[config.mk]
export PLATFORM = sky130hd
export DESIGN_NAME = mjpeg_http_frame_deframer_core
export DESIGN_NICKNAME = d
export VERILOG_FILES = /design/src/sv/mhfd_pkg.sv /design/src/sv/mhfd_parser.sv /design/src/sv/mjpeg_http_frame_deframer_core.sv
export SDC_FILE = /design/constraint.sdc
export NUM_CORES = 1
export LEC_CHECK = 0
export ABC_CLOCK_PERIOD_IN_PS = 4700
export BUFFER_PORTS_ARGS = -buffer_cell sky130_fd_sc_hd__buf_2
export CAP_MARGIN = 20
export CORE_ASPECT_RATIO = 0.75
export CORE_UTILIZATION = 64
export CTS_CLUSTER_DIAMETER = 50
export DETAILED_ROUTE_END_ITERATION = 10
export PLACE_DENSITY_LB_ADDON = 0.05
export SLEW_MARGIN = 5
export SYNTH_ARGS = -nofsm -noshare
export SYNTH_HDL_FRONTEND = slang
export SYNTH_SLANG_ARGS = --single-unit
export TNS_END_PERCENT = 1
[constraint.sdc]
create_clock -name clock -period 4.7 [get_ports clock]
set_input_delay 0.705 -clock clock [delete_from_list [all_inputs] [get_ports clock]]
set_output_delay 0.705 -clock clock [all_outputs]
set_load 0.01 [all_outputs]
[src/sv/mhfd_pkg.sv]
// Shared types, constants and key text for the MJPEG HTTP frame deframer.
package mhfd_pkg;

   localparam int LENGTH_BITS = 24;
   localparam int PROD_BITS = LENGTH_BITS + 4;
   localparam logic [LENGTH_BITS-1:0] MAX_LENGTH = {LENGTH_BITS{1'b1}};

   localparam int KEY_LEN = 16;
   localparam int KEY_IDX_BITS = 4;
   localparam logic [7:0] KEY_TEXT [KEY_LEN] = '{
      8'h43, 8'h6f, 8'h6e, 8'h74, 8'h65, 8'h6e, 8'h74, 8'h2d,
      8'h4c, 8'h65, 8'h6e, 8'h67, 8'h74, 8'h68, 8'h3a, 8'h20
   };

   localparam logic [7:0] CHAR_CR = 8'h0d;
   localparam logic [7:0] CHAR_LF = 8'h0a;
   localparam logic [7:0] CHAR_SPACE = 8'h20;
   localparam logic [7:0] CHAR_ZERO = 8'h30;
   localparam logic [7:0] CHAR_NINE = 8'h39;
   localparam logic [7:0] JPEG_MARK = 8'hff;

   localparam logic [1:0] KIND_IMAGE = 2'd0;
   localparam logic [1:0] KIND_DROPPED = 2'd1;
   localparam logic [1:0] KIND_EMPTY = 2'd2;

   typedef enum logic [3:0] {
      PH_SEARCH = 4'b0001,
      PH_SPACES = 4'b0010,
      PH_DIGITS = 4'b0100,
      PH_DONE   = 4'b1000
   } len_phase_type;

   typedef struct packed {
      logic       valid;
      logic [1:0] kind;
      logic [7:0] image_byte;
      logic       frame_last;
   } result_type;

endpackage

[src/sv/mhfd_parser.sv]
// Header parser and payload tracker: consumes one byte per step and forms its result.
module mhfd_parser (
   input  logic                 clock,
   input  logic                 reset,
   input  logic                 step,
   input  logic [7:0]           data,
   output mhfd_pkg::result_type res
);

   logic                                in_payload_ff, in_payload_in;
   logic [1:0]                          end_prog_ff, end_prog_in;
   logic [mhfd_pkg::KEY_IDX_BITS-1:0]   key_prog_ff, key_prog_in;
   mhfd_pkg::len_phase_type             phase_ff, phase_in;
   logic [mhfd_pkg::LENGTH_BITS-1:0]    length_ff, length_in;
   logic [mhfd_pkg::LENGTH_BITS-1:0]    remain_ff, remain_in;
   logic                                strip_ff, strip_in;

   logic                                is_digit;
   logic [3:0]                          digit;
   logic [mhfd_pkg::PROD_BITS-1:0]      prod;
   logic [mhfd_pkg::KEY_IDX_BITS:0]     key_next;
   logic [2:0]                          end_next;
   logic [7:0]                          end_want;
   logic                                last;

   assign is_digit = (data >= mhfd_pkg::CHAR_ZERO) && (data <= mhfd_pkg::CHAR_NINE);
   assign digit = 4'(data - mhfd_pkg::CHAR_ZERO);
   assign prod = ({4'b0, length_ff} << 3) + ({4'b0, length_ff} << 1)
                 + mhfd_pkg::PROD_BITS'(digit);
   assign end_want = end_prog_ff[0] ? mhfd_pkg::CHAR_LF : mhfd_pkg::CHAR_CR;

   always_comb begin
      in_payload_in = in_payload_ff;
      end_prog_in = end_prog_ff;
      key_prog_in = key_prog_ff;
      phase_in = phase_ff;
      length_in = length_ff;
      remain_in = remain_ff;
      strip_in = strip_ff;
      key_next = '0;
      end_next = '0;
      last = 1'b0;
      res = '0;

      if (in_payload_ff) begin
         remain_in = remain_ff - 1'b1;
         last = (remain_in == '0);
         if (last) begin
            in_payload_in = 1'b0;
            end_prog_in = '0;
            key_prog_in = '0;
            phase_in = mhfd_pkg::PH_SEARCH;
            length_in = '0;
         end
         if (strip_ff && (data != mhfd_pkg::JPEG_MARK)) begin
            if (last) begin
               res.valid = 1'b1;
               res.kind = mhfd_pkg::KIND_EMPTY;
               res.frame_last = 1'b1;
            end
         end else begin
            strip_in = 1'b0;
            res.valid = 1'b1;
            res.kind = mhfd_pkg::KIND_IMAGE;
            res.image_byte = data;
            res.frame_last = last;
         end
      end else begin
         unique case (phase_ff)
            mhfd_pkg::PH_SEARCH: begin
               if (data == mhfd_pkg::KEY_TEXT[key_prog_ff]) begin
                  key_next = {1'b0, key_prog_ff} + 1'b1;
               end else if (data == mhfd_pkg::KEY_TEXT[0]) begin
                  key_next = (mhfd_pkg::KEY_IDX_BITS+1)'(1);
               end else begin
                  key_next = '0;
               end
               if (key_next[mhfd_pkg::KEY_IDX_BITS]) begin
                  phase_in = mhfd_pkg::PH_SPACES;
                  length_in = '0;
                  key_prog_in = '0;
               end else begin
                  key_prog_in = key_next[mhfd_pkg::KEY_IDX_BITS-1:0];
               end
            end
            mhfd_pkg::PH_SPACES: begin
               if (is_digit) begin
                  length_in = mhfd_pkg::LENGTH_BITS'(digit);
                  phase_in = mhfd_pkg::PH_DIGITS;
               end else if (data != mhfd_pkg::CHAR_SPACE) begin
                  phase_in = mhfd_pkg::PH_DONE;
               end
            end
            mhfd_pkg::PH_DIGITS: begin
               if (is_digit) begin
                  if (prod > {4'b0, mhfd_pkg::MAX_LENGTH}) begin
                     length_in = mhfd_pkg::MAX_LENGTH;
                  end else begin
                     length_in = prod[mhfd_pkg::LENGTH_BITS-1:0];
                  end
               end else begin
                  phase_in = mhfd_pkg::PH_DONE;
               end
            end
            mhfd_pkg::PH_DONE: begin
            end
            default: begin
               phase_in = mhfd_pkg::PH_SEARCH;
            end
         endcase

         if (data == end_want) begin
            end_next = {1'b0, end_prog_ff} + 1'b1;
         end else if (data == mhfd_pkg::CHAR_CR) begin
            end_next = 3'd1;
         end else begin
            end_next = 3'd0;
         end

         if (!end_next[2]) begin
            end_prog_in = end_next[1:0];
         end else begin
            if (phase_in == mhfd_pkg::PH_SEARCH) begin
               res.valid = 1'b1;
               res.kind = mhfd_pkg::KIND_DROPPED;
               res.frame_last = 1'b1;
            end else begin
               remain_in = length_in;
               strip_in = 1'b1;
               if (length_in == '0) begin
                  res.valid = 1'b1;
                  res.kind = mhfd_pkg::KIND_EMPTY;
                  res.frame_last = 1'b1;
               end else begin
                  in_payload_in = 1'b1;
               end
            end
            end_prog_in = '0;
            key_prog_in = '0;
            phase_in = mhfd_pkg::PH_SEARCH;
            length_in = '0;
         end
      end
   end

   always_ff @(posedge clock) begin
      if (reset) begin
         in_payload_ff <= 1'b0;
         end_prog_ff <= '0;
         key_prog_ff <= '0;
         phase_ff <= mhfd_pkg::PH_SEARCH;
         length_ff <= '0;
         remain_ff <= '0;
         strip_ff <= 1'b1;
      end else if (step) begin
         in_payload_ff <= in_payload_in;
         end_prog_ff <= end_prog_in;
         key_prog_ff <= key_prog_in;
         phase_ff <= phase_in;
         length_ff <= length_in;
         remain_ff <= remain_in;
         strip_ff <= strip_in;
      end
   end

`ifndef ASSERT_OFF
   a_payload_remaining: assert property (@(posedge clock) disable iff (reset)
      in_payload_ff |-> (remain_ff != '0))
      else $error("Payload phase entered with no bytes remaining.");

   a_payload_header_clear: assert property (@(posedge clock) disable iff (reset)
      in_payload_ff |-> (key_prog_ff == '0 && end_prog_ff == '0 && length_ff == '0))
      else $error("Header match state not cleared during payload.");

   a_frame_end_leaves_payload: assert property (@(posedge clock) disable iff (reset)
      (step && res.valid && res.frame_last && in_payload_ff) |=> !in_payload_ff)
      else $error("Final payload result did not return to header phase.");
`endif

endmodule

[src/sv/mjpeg_http_frame_deframer_core.sv]
// Top level of the MJPEG HTTP frame deframer: input register, parser and result register.
//
//   Channel  Direction  Signals                                  Transaction
//   req      in         req_valid, req_ready, req_stream_byte    one raw stream byte
//   rsp      out        rsp_valid, rsp_ready, rsp_kind,          zero or one result per byte
//                       rsp_image_byte, rsp_frame_last
//
// Each byte passes through an input register and leaves its result, if any, in the output
// register, so one byte is taken every cycle while results drain.
// The parser state advances only when the byte in the input register moves on.
// A stalled result register holds the input register, which takes a byte only while empty.
// Reset is synchronous and returns the parser to header phase with no frame open.
module mjpeg_http_frame_deframer_core (
   input  logic       clock,
   input  logic       reset,
   input  logic       req_valid,
   output logic       req_ready,
   input  logic [7:0] req_stream_byte,
   output logic       rsp_valid,
   input  logic       rsp_ready,
   output logic [1:0] rsp_kind,
   output logic [7:0] rsp_image_byte,
   output logic       rsp_frame_last
);

   logic                 in_valid_ff, in_valid_in;
   logic [7:0]           in_byte_ff;
   logic                 out_valid_ff, out_valid_in;
   logic [1:0]           out_kind_ff;
   logic [7:0]           out_byte_ff;
   logic                 out_last_ff;
   logic                 advance;
   logic                 step;
   mhfd_pkg::result_type res;

   assign advance = !out_valid_ff || rsp_ready;
   assign step = in_valid_ff && advance;
   assign req_ready = !in_valid_ff || advance;

   mhfd_parser u_parser (
      .clock (clock),
      .reset (reset),
      .step  (step),
      .data  (in_byte_ff),
      .res   (res)
   );

   always_comb begin
      in_valid_in = in_valid_ff;
      if (req_ready) begin
         in_valid_in = req_valid;
      end
      out_valid_in = out_valid_ff;
      if (advance) begin
         out_valid_in = step && res.valid;
      end
   end

   always_ff @(posedge clock) begin
      if (reset) begin
         in_valid_ff <= 1'b0;
         out_valid_ff <= 1'b0;
      end else begin
         in_valid_ff <= in_valid_in;
         out_valid_ff <= out_valid_in;
      end
   end

   always_ff @(posedge clock) begin
      if (req_valid && req_ready) begin
         in_byte_ff <= req_stream_byte;
      end
      if (advance) begin
         out_kind_ff <= res.kind;
         out_byte_ff <= res.image_byte;
         out_last_ff <= res.frame_last;
      end
   end

   assign rsp_valid = out_valid_ff;
   assign rsp_kind = out_kind_ff;
   assign rsp_image_byte = out_byte_ff;
   assign rsp_frame_last = out_last_ff;

`ifndef ASSERT_OFF
   a_status_is_last: assert property (@(posedge clock) disable iff (reset)
      (out_valid_ff && out_kind_ff != mhfd_pkg::KIND_IMAGE) |-> out_last_ff)
      else $error("Dropped or empty frame result without the last mark.");

   a_status_zero_byte: assert property (@(posedge clock) disable iff (reset)
      (out_valid_ff && out_kind_ff != mhfd_pkg::KIND_IMAGE) |-> (out_byte_ff == '0))
      else $error("Dropped or empty frame result carries a nonzero byte.");

   a_input_held: assert property (@(posedge clock) disable iff (reset)
      (in_valid_ff && !advance) |=> (in_valid_ff && $stable(in_byte_ff)))
      else $error("Input register changed while the result register was stalled.");
`endif

endmodule

==> impl_metrics.toml <==
[critical_path]
rr_worst_depth = 13
required_ns = 4.96
cp.arrival_ns = 4.57
end_kind = "register"
cp.depth = 13
critPathBufInv = 0
crit_fanout = 13
cp_top_family = "compound AO/OA/AOI/OAI gates"
worstSetupStartpoint = "in_byte_ff[3]"
crit_path_frequent_cell = "o211ai_1"
rrSetupSlack_ns = 0.39
worstPathCellList = "fa_1, ha_1, nand3_1, a211oi_1, o211ai_1, o211ai_1, xnor2_1, nand4_2, a221oi_1, o2111ai_1, and4bb_1, o21ai_2, a311oi_2"
slowest_stage = "a211oi_1"
cpPeakStageDelay_ns = 0.58
cp-start-kind = "register"
r2r-start = "in_byte_ff[3]"
timing.rr.end = "rsp_valid"
crit_type = "register to register"
endpoint = "rsp_valid"

[placement]
dp_cells = 1000
hpwl_um = 14700
globalplace.congestion = 0.980
portBuffers = 24

[pwr]
p_total_mw = 1.53
vdd_ir_drop_max_mv = 0.202
p_leak_nw = 3.13
power_density_mw_per_mm2 = 209

[cells_and_area]
drive_above_1_share_pct = 9.42
nets = 945
antennaDiodeCount = 0
n_fill_cell = 845
area_delta_synth_final_pct = 7.22
fin_util_pct = 70.7
finish.cell_count_without_fillers = 1017

[status]
run_status = "finished, final reports clean"

[cts]
cts_buffer_depth = 2
cts_setup_buffers = 0
postCtsHoldBufs = 0
cts_inserted_buffers = 9
cts_tree = "done"
clk_pin_slew_worst_paths_ns = 0.06
clk-insertion-delay-late_ns = 0.34
postCtsResizedCells = 0
htree_num_levels = 3
ctsRootBufferMaster = "clkbuf_16"
cts.sinks = 81

[drt]
first_pass_iters = 6
routed_wl_um = 20000
viasPerCell = 6.91
antenna_left = 0
vias = 7031
drtIter0Drc = 843
wl_per_cell_um = 19.7
drc = 0

[sta]
hold_viol = 0
final_max_slew_viol_count = 0
rsz0062_at_grt = "false"
period_share_pct = 91.7
fin_tns_setup_ns = 0
maxSlewHeadroom_pct = 32.9
fin_skew_ns = 0.00657
period_needed_ns = 4.31
setup_viol = 0
max_freq_ghz = 0.232
tightest_slew_ns = 0.997

[synthesis]
yosysWarnings = 0
syn-mean-instance-area_sq_um = 7.77
syn-num-nets = 946
synthTopCellsByArea = "dfxtp_1, ha_1, edfxtp_1, a21oi_1, nand2_1"
syn_area_sq_mm = 0.00681
synth_seq_area_share_pct = 26.6
ys_seq_elements = 81
postSynth.asyncResetShare_pct = 0
synth-edff-count = 19
synth_flop_cell = "dfxtp_1"
ys_types = 81
synth_top_cell_area_share_pct = 18.2
synth_top_cell_by_area = "dfxtp_1"
synthCells = 877

[grt]
antenna_found_initial = 0
grt_pass1_vias = 6171
grt_max_degree = 63
gr-total-overflow = 0
grt_pass1_wl_um = 31600
track_usage_pct = 36.4

[floorplan]
coreArea_sq_mm = 0.0103
die_area_sq_mm = 0.0111
row_count = 32
ioPinCount = 25
start_util_pct = 65.9
die_w_um = 121
dieHeight_um = 91.3

[min_path]
worstHoldPathType = "register to register"

[run]
maxCapViolations = 0
[sequential cells by signal, summed over array words and instances, names as in the netlist]
name / flops
u_parser.length_ff: 24
u_parser.remain_ff: 24
in_byte_ff: 8
rsp_image_byte: 8
u_parser.key_prog_ff: 4
u_parser.phase_ff: 4
rsp_kind: 2
u_parser.end_prog_ff: 2
in_valid_ff: 1
rsp_frame_last: 1
rsp_valid: 1
u_parser.in_payload_ff: 1
u_parser.strip_ff: 1
[per-stage QoR]
stage / setup slack [ns] / area [sq um] / hold slack, ns
5_1_grt: 0.0964 / 7300 / 0.520
4_1_cts: 0.483 / 7300 / 0.491
3_3_place_gp: 0.560 / 6990 / 0.473
6_report: 0.388 / 7300 / 0.487
3_5_place_dp: 0.493 / 6990 / 0.476
2_1_floorplan: 1.05 / 6810 / 0.452
[how the worst min path moves through the flow]
| stage | endpoint | startpoint | cells after the start | slack [ns] |
|---|---|---|---|---|
| final | u_parser.remain_ff[19] | u_parser.remain_ff[19] | 2 | 0.49 |
| after global routing | u_parser.remain_ff[6] | u_parser.remain_ff[6] | 2 | 0.52 |
| after CTS | u_parser.remain_ff[19] | u_parser.remain_ff[19] | 2 | 0.49 |
| after global placement | u_parser.remain_ff[6] | u_parser.remain_ff[6] | 2 | 0.47 |
| after detailed placement | u_parser.remain_ff[6] | u_parser.remain_ff[6] | 2 | 0.48 |
| after floorplan | u_parser.strip_ff | u_parser.strip_ff | 2 | 0.45 |
[worst reg2reg max path, delay by kind of cell (launching register included)]
kind / cells / cell delay [ns]
adder cells (fa/ha/maj): 2 / 0.85
AO/OA/AOI/OAI: 7 / 1.86
flip-flops: 1 / 0.43
AND/OR/NAND/NOR: 3 / 0.91
XOR/XNOR: 1 / 0.19
[layer usage]
metal	vias to the layer above	part of all wire, %	global-route usage, %
li1	3301	-	-
met1	3287	45	53.7
met2	408	43	52.8
met3	35	11	8.61
met4	0	1.5	8.54
met5	-	0	0
[cells in the mapped netlist, types with 5 or more instances]
master and instances:
nand2_1 91, a21oi_1 87, nor2_1 78, o21ai_0 66, dfxtp_1 62, ha_1 55
clkbuf_1 37, a22oi_1 34, nor3_1 26, nand3_1 22, a21o_1 21, inv_1 21
edfxtp_1 19, nor4_1 18, and3_1 17, xnor2_1 13, a31oi_1 12, and2_1 11
or4_1 11, o21a_1 9, buf_2 8, nand2b_1 8, o211ai_1 8, o31ai_1 8
xor2_1 8, nand4_1 7, nor2b_1 7, or2_2 7, a21boi_0 6, nand3b_1 6
a2bb2oi_1 5, or3_1 5
[power by group]
group	total [mW]	switching (mW)	internal [mW]	leakage, nW
clock	0.734	0.291	0.443	0.154
sequential	0.731	0.0135	0.717	0.713
combinational	0.0605	0.0406	0.0199	2.27
[final cells by class]
| class | count | area (sq um) | area share [%] |
|---|---|---|---|
| clock inverters | 6 | 61.3 | 0.840 |
| inverters | 22 | 82.6 | 1.13 |
| multi-input cells | 727 | 4730 | 64.7 |
| clock buffers | 10 | 250 | 3.43 |
| repair buffers | 35 | 200 | 2.74 |
| well taps | 136 | 170 | 2.33 |
| flip-flops and latches | 81 | 1810 | 24.8 |
[cell families after synthesis]
kind of cell / share of synthesized area, %
muxes: 1.25
xor gates and xnor gates: 2.70
DFF: 26.6
and+or+nand+nor: 25.8
AOI/OAI and AO/OA: 28.9
buffers and inverters: 4.01
adders and majority gates: 10.7
[placed cells by master, fill, tap and decap left out, types with 5 or more instances in the layout]
cell        n
a31oi_1    12
o21ai_0    66
nor3_1     26
buf_2      24
o211ai_1    8
and2_1     11
or2_2       7
a22oi_1    34
inv_1      21
nand2_1    91
or3_1       5
nand4_1     7
edfxtp_1   19
o31ai_1     8
xor2_1      8
a21o_1     21
dfxtp_1    62
o21a_1      9
xnor2_1    13
a2bb2oi_1   5
or4_1      11
a21oi_1    87
clkbuf_16  10
nand3b_1    6
nor4_1     18
nor2b_1     7
buf_4      10
ha_1       55
and3_1     17
nor2_1     78
a21boi_0    6
nand3_1    22
nand2b_1    8
No activity file was read; power rests on OpenSTA's default activity.
